[src/rtl/bepm_pkg.sv]
// Package for the binned event pool manager: item structs, request codes,
// controller/datapath command and status structs, register indexes and reset values.
// No dependencies.
`default_nettype none

package bepm_pkg;

  typedef enum logic [1:0] {
    REQ_SELECT          = 2'd0,
    REQ_CLASSIFY_INSERT = 2'd1,
    REQ_INSERT          = 2'd2,
    REQ_READ            = 2'd3
  } req_t;

  localparam logic CFG_VZ_LOW    = 1'b0;
  localparam logic CFG_BIN_SCALE = 1'b1;

  localparam logic signed [15:0] VZ_LOW_RST    = -16'sd17920;
  localparam logic [15:0]        BIN_SCALE_RST = 16'd7490;

  typedef struct packed {
    logic [1:0]         req_type;
    logic [3:0]         cent;
    logic signed [15:0] vz;
    logic [31:0]        event_tag;
    logic [3:0]         entry_index;
    logic [3:0]         random_slot;
  } in_item_t;

  typedef struct packed {
    logic        valid_res;
    logic [31:0] tag_out;
    logic [4:0]  pool_size;
    logic [7:0]  event_class;
    logic [3:0]  slot;
    logic        replaced;
  } out_item_t;

  typedef struct packed {
    logic capture;
    logic mul;
    logic cls;
    logic rdc;
    logic exec;
    logic trd;
    logic clr;
    logic load;
  } bepm_cmd_t;

  typedef struct packed {
    logic req_read;
    logic read_hit;
    logic clr_done;
  } bepm_sts_t;

endpackage

`default_nettype wire

[src/rtl/bepm_ctrl.sv]
// Controller of the binned event pool manager: sequencing FSM and result-valid flag.
// Depends on bepm_pkg.
`default_nettype none

module bepm_ctrl
  import bepm_pkg::*;
(
  input  wire logic       clk,
  input  wire logic       rst_n,
  input  wire logic       in_valid,
  input  wire logic [1:0] in_req,
  input  wire logic       out_ready,
  input  wire bepm_sts_t  sts,
  output logic            in_ready,
  output logic            out_valid,
  output bepm_cmd_t       cmd
);

  typedef enum logic [2:0] {
    ST_CLEAR,
    ST_IDLE,
    ST_MUL,
    ST_CLS,
    ST_RDC,
    ST_EXEC,
    ST_TRD
  } state_t;

  state_t state_r, state_nxt;
  logic   out_valid_r, out_valid_nxt;
  logic   out_free;
  logic   accept;
  req_t   req_in;

  assign req_in   = req_t'(in_req);
  assign in_ready = (state_r == ST_IDLE);
  assign accept   = in_ready && in_valid;
  assign out_free = !out_valid_r || out_ready;
  assign out_valid = out_valid_r;

  always_comb begin
    cmd         = '0;
    cmd.capture = accept;
    cmd.mul     = (state_r == ST_MUL);
    cmd.cls     = (state_r == ST_CLS);
    cmd.rdc     = (state_r == ST_RDC);
    cmd.exec    = (state_r == ST_EXEC);
    cmd.trd     = (state_r == ST_TRD);
    cmd.clr     = (state_r == ST_CLEAR);
    cmd.load    = ((state_r == ST_EXEC) && !(sts.req_read && sts.read_hit)) ||
                  (state_r == ST_TRD);
  end

  always_comb begin
    state_nxt = state_r;
    case (state_r)
      ST_CLEAR: if (sts.clr_done) state_nxt = ST_IDLE;
      ST_IDLE: begin
        if (accept) begin
          if (req_in == REQ_SELECT || req_in == REQ_CLASSIFY_INSERT) state_nxt = ST_MUL;
          else state_nxt = ST_RDC;
        end
      end
      ST_MUL:  state_nxt = ST_CLS;
      ST_CLS:  state_nxt = ST_RDC;
      ST_RDC:  if (out_free) state_nxt = ST_EXEC;
      ST_EXEC: state_nxt = (sts.req_read && sts.read_hit) ? ST_TRD : ST_IDLE;
      ST_TRD:  state_nxt = ST_IDLE;
      default: state_nxt = ST_IDLE;
    endcase
  end

  always_comb begin
    out_valid_nxt = out_valid_r;
    if (cmd.load) out_valid_nxt = 1'b1;
    else if (out_ready) out_valid_nxt = 1'b0;
  end

  always_ff @(posedge clk) begin
    if (!rst_n) begin
      state_r     <= ST_CLEAR;
      out_valid_r <= 1'b0;
    end else begin
      state_r     <= state_nxt;
      out_valid_r <= out_valid_nxt;
    end
  end

endmodule

`default_nettype wire

[config.mk]
export PLATFORM = sky130hd
export DESIGN_NAME = bepm_ctrl
export DESIGN_NICKNAME = d
export VERILOG_FILES = /design/src/rtl/bepm_pkg.sv /design/src/rtl/bepm_ctrl.sv
export SDC_FILE = /design/constraint.sdc
export NUM_CORES = 1
export LEC_CHECK = 0
export ABC_CLOCK_PERIOD_IN_PS = 2200
export BUFFER_PORTS_ARGS = -buffer_cell sky130_fd_sc_hd__buf_2
export CAP_MARGIN = 20
export CORE_AREA = 2 2 39 41
export CTS_CLUSTER_DIAMETER = 30
export DETAILED_ROUTE_END_ITERATION = 12
export DIE_AREA = 0 0 41 43
export PLACE_DENSITY = 0.62
export RECOVER_POWER = 25
export SKIP_LAST_GASP = 1
export SYNTH_ARGS = -nofsm -noshare
export SYNTH_HDL_FRONTEND = slang
export SYNTH_SLANG_ARGS = --single-unit
[constraint.sdc]
create_clock -name clk -period 2.2 [get_ports clk]
set_clock_uncertainty 0.15 [all_clocks]
set_input_delay 0.22 -clock clk [delete_from_list [all_inputs] [get_ports clk]]
set_output_delay 0.22 -clock clk [all_outputs]
set_load 0.03 [all_outputs]
==> results of run 1 <==
[per-layer routing]
layer | track usage | up-vias
met1 | 0.0927 | 160
met3 | 0.0471 | 2
met2 | 0.150 | 12
met5 | 0 | -
met4 | 0.0800 | 0
li1 | - | 187
[state kept, by name (all words and copies together), names as in the netlist]
register / count
out_valid: 1
state_r: 3
[path summary, 6_finish.rpt]
kind	from	to	slack [ps]
max	state_r[0]	cmd[7]	460
min	rst_n	out_valid	110
max reg2reg	state_r[1]	out_valid	820
min reg2reg	out_valid	state_r[2]	480
[cells in the final DEF (no fill, tap or decap), types with 2 or more instances in the layout]
master / netlist / routed
buf_2: 0 / 16
nor2_1: 8 / 8
a21oi_1: 4 / 4
dfxtp_1: 4 / 4
o21ai_0: 3 / 3
clkbuf_4: 0 / 3
o21a_1: 2 / 2
nand2b_1: 2 / 2
nor2b_1: 2 / 2
nand2_1: 2 / 2
nand3_1: 2 / 2
[kinds of logic after synthesis]
group                  count (synthesis)  share of synthesized area
AND/OR/NAND/NOR                       23                      0.380
AO/OA/AOI/OAI                         13                      0.236
buffers and inverters                  6                      0.152
flip-flops                             4                      0.232
[cell type report]
type	count	area, sq um
Multi-Input combinational cell	36	213
Timing Repair Buffer	17	83.8
Sequential cell	4	80.1
Tap cell	16	20.0
Inverter	1	3.75
Fill cell	167	961
Clock buffer	3	22.5
[through the flow]
step / area (sq um) / utilization / total power, mW / hold WS (ps) / worst slack, ps
floorplan: 345 / - / 0.130 / 188 / 527
global placement: 402 / 0.290 / 0.141 / 347 / 705
detailed placement: 402 / 0.290 / 0.141 / 349 / 682
CTS: 424 / 0.307 / 0.235 / 108 / 426
global route: 423 / 0.306 / 0.246 / 113 / 318
finish: 423 / 0.306 / 0.229 / 111 / 455
[power breakdown]
group | switching (mW) | internal (mW)
sequential | 0.00955 | 0.0762
combinational | 0.0331 | 0.0209
clock | 0.0284 | 0.0609
total | 0.0710 | 0.158
[worst max-delay path: cells and delay by family (launching register included)]
family                 cells  cell delay (ps)
buffers and inverters      1              190
DFF                        1              550
and+or+nand+nor            3              400
==> results.ini, run 1 <==
[die]
initial_utilization = 0.250
fp.dieW_um = 41
io_pins = 19
die-area_sq_um = 1760
num_rows = 14
coreArea_sq_um = 1380
fp.dieH_um = 43

[timing]
tns_ps = 0
fin_crit_sh = 0.793
hold_violations = 0
tightest_slew_ps = 441
drv_slew = 0
setup_viol = 0
relSlewSlack = 0.705
min_period_ps = 1740
max_freq_mhz = 573
grt_setup_unrepaired = no

[synthesis]
syn_inst = 46
postSynthAreaPerCell_sq_um = 7.51
yosys_register_bits = 4
synth.most_common_cell = nor2_1
ys_seq_area_frac = 0.232
synth_top_area_cell = dfxtp_1
syn_area_sq_um = 345
ys_top_cells_by_area = dfxtp_1, buf_6, nor2_1, a21oi_1, o21ai_0
synth_warnings = 0
ys_async_sr_fraction = 0
synth_edf_count = 0
synth_top_area_frac = 0.232
synth_cell_types = 23
synthFlopType = dfxtp_1
yosys-top-cells-count = nor2_1, a21oi_1, dfxtp_1
syn_nets = 55

[status]
status = finished, final reports clean

[route]
highest_layer = met4
routedWlPerCell_um = 9.70
finalWirelength_um = 747
drc_errors = 0
dr_wl_met2_um = 365
final_antenna_net_count = 0
met1Wirelength_um = 312
vias = 361
met3WireLength_um = 63
drt_iter0_drc = 4
drtPass1Iterations = 2
vias_per_cell = 4.69

[layout]
n_antenna_cell = 0
stdcell_count = 77
fin_nets = 72
drive_gt1_frac = 0.426
syn_to_final_growth_pct = 22.5

[global_route]
antenna_found_initial = 0
track_usage = 0.0982
grt_pass1_wl_mm = 1.14
grt_max_degree = 15
overflow = 0
grt_pass1_vias = 305

[critical_path]
slowest_stage = dfxtp_1
end_kind = output pin
worst_setup_path_start_kind = register
reg2reg_depth = 4
cp.arrival_ps = 1370
worstPathCellList = nand2b_2 -> nor2_1 -> and2_1 -> buf_2
required_ps = 1830
critPathKind = reg2out
cp_max_fo = 10
cpPeakStageDelay_ps = 550

[clock_network]
cts_max_path_buffers = 2
post_cts_resized = 0
clk_latency_ps = 230
cts-root-buf = clkbuf_4
cts-htree-levels = 1
numCtsBuffers = 3
postCtsSetupBuffers = 0
cts_hold_buf = 0
cts_sinks = 4
cts_tree = built
cts.clk_slew.worst_paths_ps = 40

[worst_hold_path]
holdPathStages = 2
hold_class = in2reg

[power]
power_leakage_nw = 0.204
power_density_nw_per_um2 = 542
vdd_drop_max_mv = 0.179

[placement]
numPortBuffers = 17
dp_cells = 74
gp_congestion = 0.668
dp.final_hpwl_um = 597

[run]
maxCapViolCount = 0

Power figures use the tool's default switching activity.
==> run 2: changes to the inputs <==
--- a/config.mk
+++ b/config.mk
@@ -5,14 +5,15 @@
 export SDC_FILE = /design/constraint.sdc
 export NUM_CORES = 1
 export LEC_CHECK = 0
-export ABC_CLOCK_PERIOD_IN_PS = 2200
+export ABC_AREA = 1
+export ABC_CLOCK_PERIOD_IN_PS = 1800
 export BUFFER_PORTS_ARGS = -buffer_cell sky130_fd_sc_hd__buf_2
 export CAP_MARGIN = 20
 export CORE_AREA = 2 2 39 41
 export CTS_CLUSTER_DIAMETER = 30
 export DETAILED_ROUTE_END_ITERATION = 12
 export DIE_AREA = 0 0 41 43
-export PLACE_DENSITY = 0.62
+export PLACE_DENSITY = 0.58
 export RECOVER_POWER = 25
 export SKIP_LAST_GASP = 1
 export SYNTH_ARGS = -nofsm -noshare
==> constraint.sdc (replaced) <==
create_clock -name clk -period 1.8 [get_ports clk]
set_clock_uncertainty 0.15 [all_clocks]
set_input_delay 0.18 -clock clk [delete_from_list [all_inputs] [get_ports clk]]
set_output_delay 0.18 -clock clk [all_outputs]
set_load 0.03 [all_outputs]
==> results.ini, run 2 <==
[worst_hold_path]
hold_path_end = state_r[0]
holdPathStages = 3  ; +1
min_from = rst_n
hold_class = in2reg

[timing]
post-route-worst-setup-slack_ps = 267  ; -188 ps
max_freq_mhz = 652
drv_slew = 0  ; unchanged
hold_violations = 0  ; unchanged
relSlewSlack = 0.762  ; +0.0563
tns_ps = 0  ; unchanged
tightest_slew_ps = 359  ; -82.3 ps
setup_viol = 0  ; unchanged
fin_crit_sh = 0.852
fin_hold_ws_ps = 40.3  ; -70.6 ps
min_period_ps = 1530
grt_setup_unrepaired = no

[global_route]
grt_pass1_wl_mm = 1.13  ; -0.62%
track_usage = 0.106  ; +0.00802
overflow = 0  ; unchanged
grt_max_degree = 8  ; -7
grt_pass1_vias = 291  ; -4.6%
antenna_found_initial = 0  ; unchanged

[placement]
numPortBuffers = 17  ; unchanged
place_area_sq_um = 384  ; -4.4%
dp.final_hpwl_um = 558  ; -6.6%
pre_cts_ws_ps = 522  ; -160 ps
dp_cells = 82  ; +11%
gp_congestion = 0.772  ; +15%

[clock_network]
cts_max_path_buffers = 2  ; unchanged
cts-root-buf = clkbuf_4
postCtsSetupBuffers = 0  ; unchanged
cts_sinks = 4  ; unchanged
cts_hold_buf = 0  ; unchanged
cts-htree-levels = 1  ; unchanged
post_cts_resized = 0  ; unchanged
numCtsBuffers = 3  ; unchanged
cts_tree = built
cts.clk_slew.worst_paths_ps = 40  ; about the same
clk_latency_ps = 250  ; +20 ps

[layout]
regMostFlops = state_r
layout_common_cells = buf_2, inv_1, nor2_1
syn_to_final_growth_pct = 37.9
fin_nets = 80  ; +11%
largest_reg_flops = 3  ; unchanged
final_cell_area_sq_um = 405  ; -4.1%
layout_commonest_cell = buf_2
utilization = 0.293  ; -0.0127
n_antenna_cell = 0  ; unchanged
drive_gt1_frac = 0.362  ; -0.0639
stdcell_count = 85  ; +10%

[critical_path]
reg2reg_depth = 7  ; +3
cp_max_fo = 7  ; -3
worst_setup_path_start_kind = register
critPathKind = reg2out
required_ps = 1470  ; -360 ps
cp.arrival_ps = 1200  ; -170 ps
regToRegSetupSlack_ps = 530  ; -290 ps
r2r-end = state_r[1]
cp-startpoint = state_r[1]
reg2reg_from = state_r[1]
end_kind = output pin

[route]
routedWlPerCell_um = 8.21  ; -15%
vias_per_cell = 4.20  ; -10%
final_antenna_net_count = 0  ; unchanged
drt_iter0_drc = 7  ; +3
drc_errors = 0  ; unchanged
drtPass1Iterations = 4  ; +2
finalWirelength_um = 698  ; -6.6%
vias = 357  ; -1.1%

[synthesis]
ys_seq_area_frac = 0.272  ; +0.0405
synth_fa_ha_area_frac = 0  ; unchanged
synth_cell_types = 15  ; -35%
synth_edf_count = 0  ; unchanged
synthFlopType = dfxtp_1
syn_area_sq_um = 294  ; -15%
synth_top_family_by_area = simple AND/OR/NAND/NOR gates
synth_compound_area_frac = 0.132  ; -0.104
synthXorXnorAreaFrac = 0  ; unchanged
synth_warnings = 0  ; unchanged
syn_nets = 60  ; +9.1%
ys_top_cells_by_area = dfxtp_1, inv_1, nor2_1, nand2_1, nor2_2
synth.mux.area_fraction = 0  ; unchanged
syn_inst = 51  ; +11%
yosys-top-cells-count = inv_1, nor2_1, nand2_1
postSynthAreaPerCell_sq_um = 5.77  ; -23%
synth_simple_gate_area_frac = 0.391  ; +0.0111
synth_top_area_frac = 0.272  ; +0.0405
ys_async_sr_fraction = 0  ; unchanged
synth_top_area_cell = dfxtp_1
yosys_register_bits = 4  ; unchanged

[run]
maxCapViolCount = 0  ; unchanged

[power]
power_leakage_nw = 0.250  ; +23%
power_mw = 0.337  ; +47%
power_density_nw_per_um2 = 832  ; +54%
vdd_drop_max_mv = 0.282  ; +58%

[die]
fp.dieW_um = 41  ; unchanged
num_rows = 14  ; unchanged
io_pins = 19  ; unchanged
fp.dieH_um = 43  ; unchanged
coreArea_sq_um = 1380  ; unchanged
die-area_sq_um = 1760  ; unchanged
initial_utilization = 0.212  ; -0.0371

[status]
status = finished, final reports clean

## run 2: layout make-up
class,instances,area [sq um]
Fill cell,162,978
Multi-Input combinational cell,33,154
Timing Repair Buffer,17,83.8
Sequential cell,4,80.1
Inverter,12,45.0
Clock buffer,3,22.5
Tap cell,16,20.0
## run 2: kinds of logic after synthesis
| kind of cell | Yosys count |
|---|---|
| simple gates | 26 |
| buf+inv | 14 |
| compound gates | 7 |
| flops | 4 |
## run 2: critical path: stages (launching register included)
cell and delay, ps:
dfxtp_1 350, inv_2 130, nand3_1 100, o22ai_1 150, buf_2 230
## run 2: worst max path at each step
stage | end | slack, ps | depth (start not counted)
after floorplan | state_r[1] | 420 | 5
after global placement | cmd[0] | 520 | 4
after detailed placement | cmd[0] | 520 | 4
after CTS | cmd[0] | 250 | 4
after global routing | cmd[0] | 140 | 4
final | cmd[0] | 270 | 4
## run 2: per-layer routing
layer	GRT usage	up-vias	share of wire	routed length (um)
li1	-	188	-	-
met2	0.128	18	0.39	273
met3	0.0628	5	0.086	60
met1	0.112	146	0.47	325
met5	0	-	0	0
met4	0.120	0	0.054	38
## run 2: power by group
group          switching, mW  internal, mW
clock network         0.0458        0.0752
registers            0.00753        0.0955
logic                 0.0768        0.0364
total                  0.130         0.207
